==> config.mk <==
export PLATFORM = sky130hd
export DESIGN_NAME = tfn_isqrt
export DESIGN_NICKNAME = d
export VERILOG_FILES = /design/src/rtl/core/tfn_pkg.sv /design/src/rtl/core/tfn_isqrt.sv
export SDC_FILE = /design/constraint.sdc
export NUM_CORES = 2
export LEC_CHECK = 0
export ABC_AREA = 0
export BUFFER_PORTS_ARGS = -buffer_cell sky130_fd_sc_hd__buf_4
export CORE_UTILIZATION = 55
export CTS_BUF_LIST = sky130_fd_sc_hd__clkbuf_16
export CTS_CLUSTER_SIZE = 30
export DETAILED_ROUTE_END_ITERATION = 16
export PLACE_DENSITY = 0.8
export SETUP_SLACK_MARGIN = 0.02
export SYNTH_ARGS = -nofsm -noshare
export SYNTH_HDL_FRONTEND = slang
export SYNTH_SLANG_ARGS = --single-unit
==> constraint.sdc <==
create_clock -name clk -period 8.2 [get_ports clk]
set_input_delay 0 -clock clk [delete_from_list [all_inputs] [get_ports clk]]
set_output_delay 0 -clock clk [all_outputs]
set_load 0.005 [all_outputs]
==> src/rtl/core/tfn_pkg.sv <==
// Shared constants and types for the triangle face normal unit.
// No dependencies; every rtl/core module refers to this package by scoped name.
`timescale 1ns / 1ps
`default_nettype none

package tfn_pkg;

  localparam int INDEX_BITS = 24;
  localparam int COORD_BITS = 32;
  localparam int NORM_BITS  = 31;
  localparam int NORM_ONE   = 16384;
  localparam int Q_BITS     = 15;
  localparam int SUM_BITS   = 2 * NORM_BITS + 2;
  localparam int ROOT_BITS  = SUM_BITS / 2;
  localparam int NUM_BITS   = NORM_BITS + Q_BITS + 1;
  localparam int DEN_BITS   = ROOT_BITS + 1;
  localparam int OUT_BITS   = 16;

  typedef struct packed {
    logic en;
    logic vld;
  } ctl_t;

endpackage

`default_nettype wire

==> src/rtl/core/tfn_isqrt.sv <==
// Integer square root, one result bit per stage (ROOT_BITS stages).
// Depends on tfn_pkg.
`timescale 1ns / 1ps
`default_nettype none

module tfn_isqrt #(
  parameter int SIDE_W = 1
) (
  input  wire                            clk,
  input  wire                            rst,
  input  wire tfn_pkg::ctl_t             ctl,
  input  wire logic [tfn_pkg::SUM_BITS-1:0] sum,
  input  wire logic [SIDE_W-1:0]         side_in,
  output logic                           vld_out,
  output logic [tfn_pkg::ROOT_BITS-1:0]  root,
  output logic [SIDE_W-1:0]              side_out
);

  localparam int RB = tfn_pkg::ROOT_BITS;
  localparam int SB = tfn_pkg::SUM_BITS;

  logic [SB-1:0]     rem_q  [RB];
  logic [RB-1:0]     root_q [RB];
  logic [RB-1:0]     vld_q;
  logic [SIDE_W-1:0] sd_q   [RB];

  for (genvar k = 0; k < RB; k++) begin : g_st
    logic [SB-1:0]     rin;
    logic [RB-1:0]     qin;
    logic              vin;
    logic [SIDE_W-1:0] sin;
    logic [SB:0]       trial;

    if (k == 0) begin : g_first
      assign rin = sum;
      assign qin = '0;
      assign vin = ctl.vld;
      assign sin = side_in;
    end else begin : g_next
      assign rin = rem_q[k-1];
      assign qin = root_q[k-1];
      assign vin = vld_q[k-1];
      assign sin = sd_q[k-1];
    end

    assign trial = ((SB+1)'(qin) << (RB - k)) + ((SB+1)'(1) << (2 * (RB - 1 - k)));

    always_ff @(posedge clk) begin
      if (rst) begin
        vld_q[k] <= 1'b0;
      end else if (ctl.en) begin
        vld_q[k] <= vin;
      end
    end

    always_ff @(posedge clk) begin
      if (ctl.en) begin
        if ((SB+1)'(rin) >= trial) begin
          rem_q[k]  <= SB'((SB+1)'(rin) - trial);
          root_q[k] <= qin | (RB'(1) << (RB - 1 - k));
        end else begin
          rem_q[k]  <= rin;
          root_q[k] <= qin;
        end
        sd_q[k] <= sin;
      end
    end
  end

  assign vld_out  = vld_q[RB-1];
  assign root     = root_q[RB-1];
  assign side_out = sd_q[RB-1];

endmodule

`default_nettype wire

==> results.py <==
metrics = {
    "routing": {
        "routed_via_density": 6.087,
        "drc": 0,
        "dr.pass1.iters": 8,
        "postRouteAntennaNets": 0,
        "wl_per_cell_microns": 22.63,
        "first_iter_violations": 8696,
        "routed_wl_microns": 302500,
        "routed-via-count": 81370,
    },
    "hold_path": {
        "hp-class": "in2reg",
        "whs_path_depth": 5,
        "hold_start": "sum[62]",
        "hold_path_end": "rem_q[0][63]$_DFFE_PP_",
    },
    "global_route": {
        "grt_pass1_vias": 79000,
        "grt_usage": 0.2649,
        "grt_max_degree": 214,
        "grt_pass1_wl_microns": 460100,
        "antenna_found_initial": 13,
        "grt_overflow": 0,
    },
    "timing": {
        "setup_tns_ns": 0,
        "hold_viol_final": 0,
        "drv_slew": 0,
        "worstMarginPinSlew_ns": 1.265,
        "relSlewSlack": 0.1348,
        "timing.final.crit_share": 0.6015,
        "fin_crit_ns": 4.932,
        "rsz0062_at_grt": "no",
        "fmaxAchievable_ghz": 0.2028,
        "finalSetupViolations": 0,
        "fin_skew_ns": 0.08258,
        "finalWorstSetupSlack_ns": 3.268,
    },
    "logic_synthesis": {
        "post_synth_xor_area_fraction": 0.06321,
        "synth-edff-count": 2544,
        "synth_cells": 9844,
        "synth-main-ff-cell": "edfxtp_1",
        "synth-adder-area-share": 0.05674,
        "syn_area_per_cell_sq_um": 12.50,
        "synth_seq_cells": 2576,
        "muxShareOfSynthArea": 0.007779,
        "ys_async_sr_fraction": 0,
        "yosysSeqAreaShare": 0.6260,
        "synth_top_family_by_area": "simple AND/OR/NAND/NOR gates",
        "syn_nets": 10470,
        "synthSimpleGateAreaFrac": 0.1267,
        "synth_compound_area_frac": 0.09147,
        "ys_types": 105,
        "synthesis.area_sq_um": 123000,
        "yosys_warnings": 0,
    },
    "floorplanning": {
        "die_area_sq_um": 225600,
        "core_area_sq_um": 222300,
        "io_pins": 103,
        "initial_utilization": 0.5535,
        "fp.dieW_microns": 475.0,
        "rows": 173,
        "die_h_microns": 475.0,
    },
    "critical_path": {
        "worst_ep_arrival_time_ns": 5.54,
        "regToRegEndpoint": "rem_q[1][749]$_DFFE_PP_",
        "criticalPathCategory": "reg2reg",
        "endpoint_kind": "flip-flop",
        "rr_worst_depth": 11,
        "cp_max_fo": 57,
        "worstSetupStartpointType": "flip-flop",
        "r2r_start": "rem_q[1][676]$_DFFE_PP_",
        "r2r_slack_ns": 3.27,
        "cp.required_ns": 8.81,
    },
    "cts": {
        "numCtsBuffers": 283,
        "clkSinkCount": 2576,
        "cts_root_buf": "clkbuf_16",
        "clockBufferDepth": 4,
        "tritoncts": "built",
        "cts.clk_slew.worst_paths_ns": 0.09,
        "clock_latency_ns": 0.99,
        "post_cts_buffers": 0,
        "htree_num_levels": 5,
        "ctsResizeCount": 0,
    },
    "power_and_ir_drop": {
        "p_int_uw": 27180,
        "p_sw_uw": 11160,
        "p_per_area_nw_per_um2": 278.6,
        "p_clk_frac": 0.327,
        "combPwrFrac": 0.205,
        "p_sw_frac": 0.2911,
        "ir_drop_v": 0.0002110,
        "seqPwrFrac": 0.468,
        "leakagePower_uw": 0.05149,
    },
    "place": {
        "place_ws_ns": 3.424,
        "place_hpwl_microns": 214700,
        "globalplace.congestion": 0.9429,
        "port_buffers": 102,
    },
    "status": {
        "status": "completed",
    },
    "layout": {
        "fin_nets": 10820,
        "drive_gt1_frac": 0.06757,
        "area_growth_pct": 11.82,
        "multi_input_area_sq_um": 42650,
        "nFillCells": 16410,
        "ff_latch_area_sq_um": 77030,
    },
    "run": {
        "maxCapViolCount": 0,
    },
}
## cells in the mapped netlist, types with 45 or more instances
cell type | number | area share
nand2b_1 | 132 | 0.0067
a21o_1 | 244 | 0.015
nand4_1 | 154 | 0.0078
nand2_1 | 733 | 0.022
o21ai_0 | 566 | 0.023
and3_1 | 52 | 0.0026
xnor2_1 | 448 | 0.032
edfxtp_1 | 2544 | 0.62
nand3_1 | 173 | 0.0070
nor2_1 | 599 | 0.018
a21oi_1 | 490 | 0.020
ha_1 | 558 | 0.057
clkbuf_1 | 191 | 0.0058
inv_1 | 674 | 0.021
nor4_1 | 344 | 0.017
or3_1 | 97 | 0.0049
nor4b_1 | 63 | 0.0045
nor3_1 | 260 | 0.011
nor2b_1 | 83 | 0.0042
mux2i_1 | 45 | 0.0037
or2_2 | 49 | 0.0025
o21bai_1 | 54 | 0.0033
or4_1 | 60 | 0.0037
o21a_1 | 103 | 0.0063
xor2_1 | 440 | 0.031
## power by group through the flow
stage | Sequential, uW | Combinational, uW | Clock, uW
finish | 17900 | 7850 | 12600
global route | 18100 | 8670 | 13200
CTS | 17900 | 7750 | 12600
detailed placement | 18200 | 7620 | 0
global placement | 18100 | 7460 | 0
floorplan | 17600 | 5790 | 0
## critical path, cell delays in order, from the launching register on
cell	delay (ns)
edfxtp_1	0.42
ha_1	0.43
nand2_1	0.17
or3_1	0.33
or3_1	0.45
o41ai_1	1.13
nor2_1	0.11
and2_1	0.21
buf_4	0.28
or4_1	0.78
nor3_1	0.26
xor2_1	0.10
## layout make-up
type / count / share of cell area
antenna: 4 / 0.00007275
clock buffer: 289 / 0.05256
clock inverter: 196 / 0.01280
inverter: 677 / 0.01847
multi-input combinational: 6361 / 0.3100
sequential: 2576 / 0.5599
tap: 2975 / 0.02705
timing repair buffer: 290 / 0.01921
## state kept, by name, summed over array words and instances, names as in the netlist
name,cells
g_st.vin,31
rem_q,1984
root_q,528
vld_out,1
sd_q,32
## stage by stage
step                      cells  cell area (sq um)  hold slack, ns  utilization  total power [uW]
after floorplan            9844             123000         0.07238            -             23390
after global placement    12740             127200          0.1805       0.5722             25570
after detailed placement  12740             127200          0.1813       0.5722             25780
after CTS                 13360             137600         0.09174       0.6189             38300
after global routing      13370             137600          0.1750       0.6189             39960
final                     13370             137600          0.2017       0.6189             38340
## worst max path at each step
stage	slack (ns)	cells past startpoint	start	to
finish	3.27	11	rem_q[1][676]$_DFFE_PP_	rem_q[1][749]$_DFFE_PP_
global route	2.94	12	root_q[1][350]$_DFFE_PP_	rem_q[1][753]$_DFFE_PP_
CTS	3.41	12	root_q[1][350]$_DFFE_PP_	rem_q[1][749]$_DFFE_PP_
detailed placement	3.42	12	root_q[1][350]$_DFFE_PP_	rem_q[1][749]$_DFFE_PP_
global placement	3.39	11	rem_q[1][676]$_DFFE_PP_	rem_q[1][749]$_DFFE_PP_
floorplan	4.07	5	ctl[1]	rem_q[1][896]$_DFFE_PP_
## logic make-up after synthesis
group,Yosys count
simple gates,3004
flops,2576
compound gates,1821
buf+inv,907
xor+xnor,888
fa+ha+maj,558
mux,90
## routing by layer
metal / wire length (microns) / vias to the layer above / global-route usage
li1: - / 37380 / -
met1: 121800 / 39760 / 0.3466
met4: 12160 / 6 / 0.1021
met5: 31 / - / 0
met2: 147000 / 3499 / 0.4454
met3: 21520 / 729 / 0.03874
## what timing repair did
action	in CTS	in global routing
endpoints found under the setup margin	0	0
hold endpoints to repair	205	0
hold buffers	138	0
## cells in the final DEF, fill, tap and decap left out, types with 49 or more instances in the layout
cell,instances
edfxtp_1,2544
nand2_1,733
inv_1,710
nor2_1,599
o21ai_0,566
ha_1,558
a21oi_1,490
xnor2_1,448
xor2_1,440
nor4_1,343
clkbuf_16,289
nor3_1,257
a21o_1,244
nand3_1,173
nand4_1,154
buf_4,143
dlygate4sd3_1,138
nand2b_1,132
o21a_1,103
or3_1,97
nor2b_1,83
nor4b_1,63
or4_1,60
o21bai_1,54
and3_1,52
clkinv_2,52
clkinv_1,50
or2_2,49
Note: power is estimated with default switching activity, not from simulation.
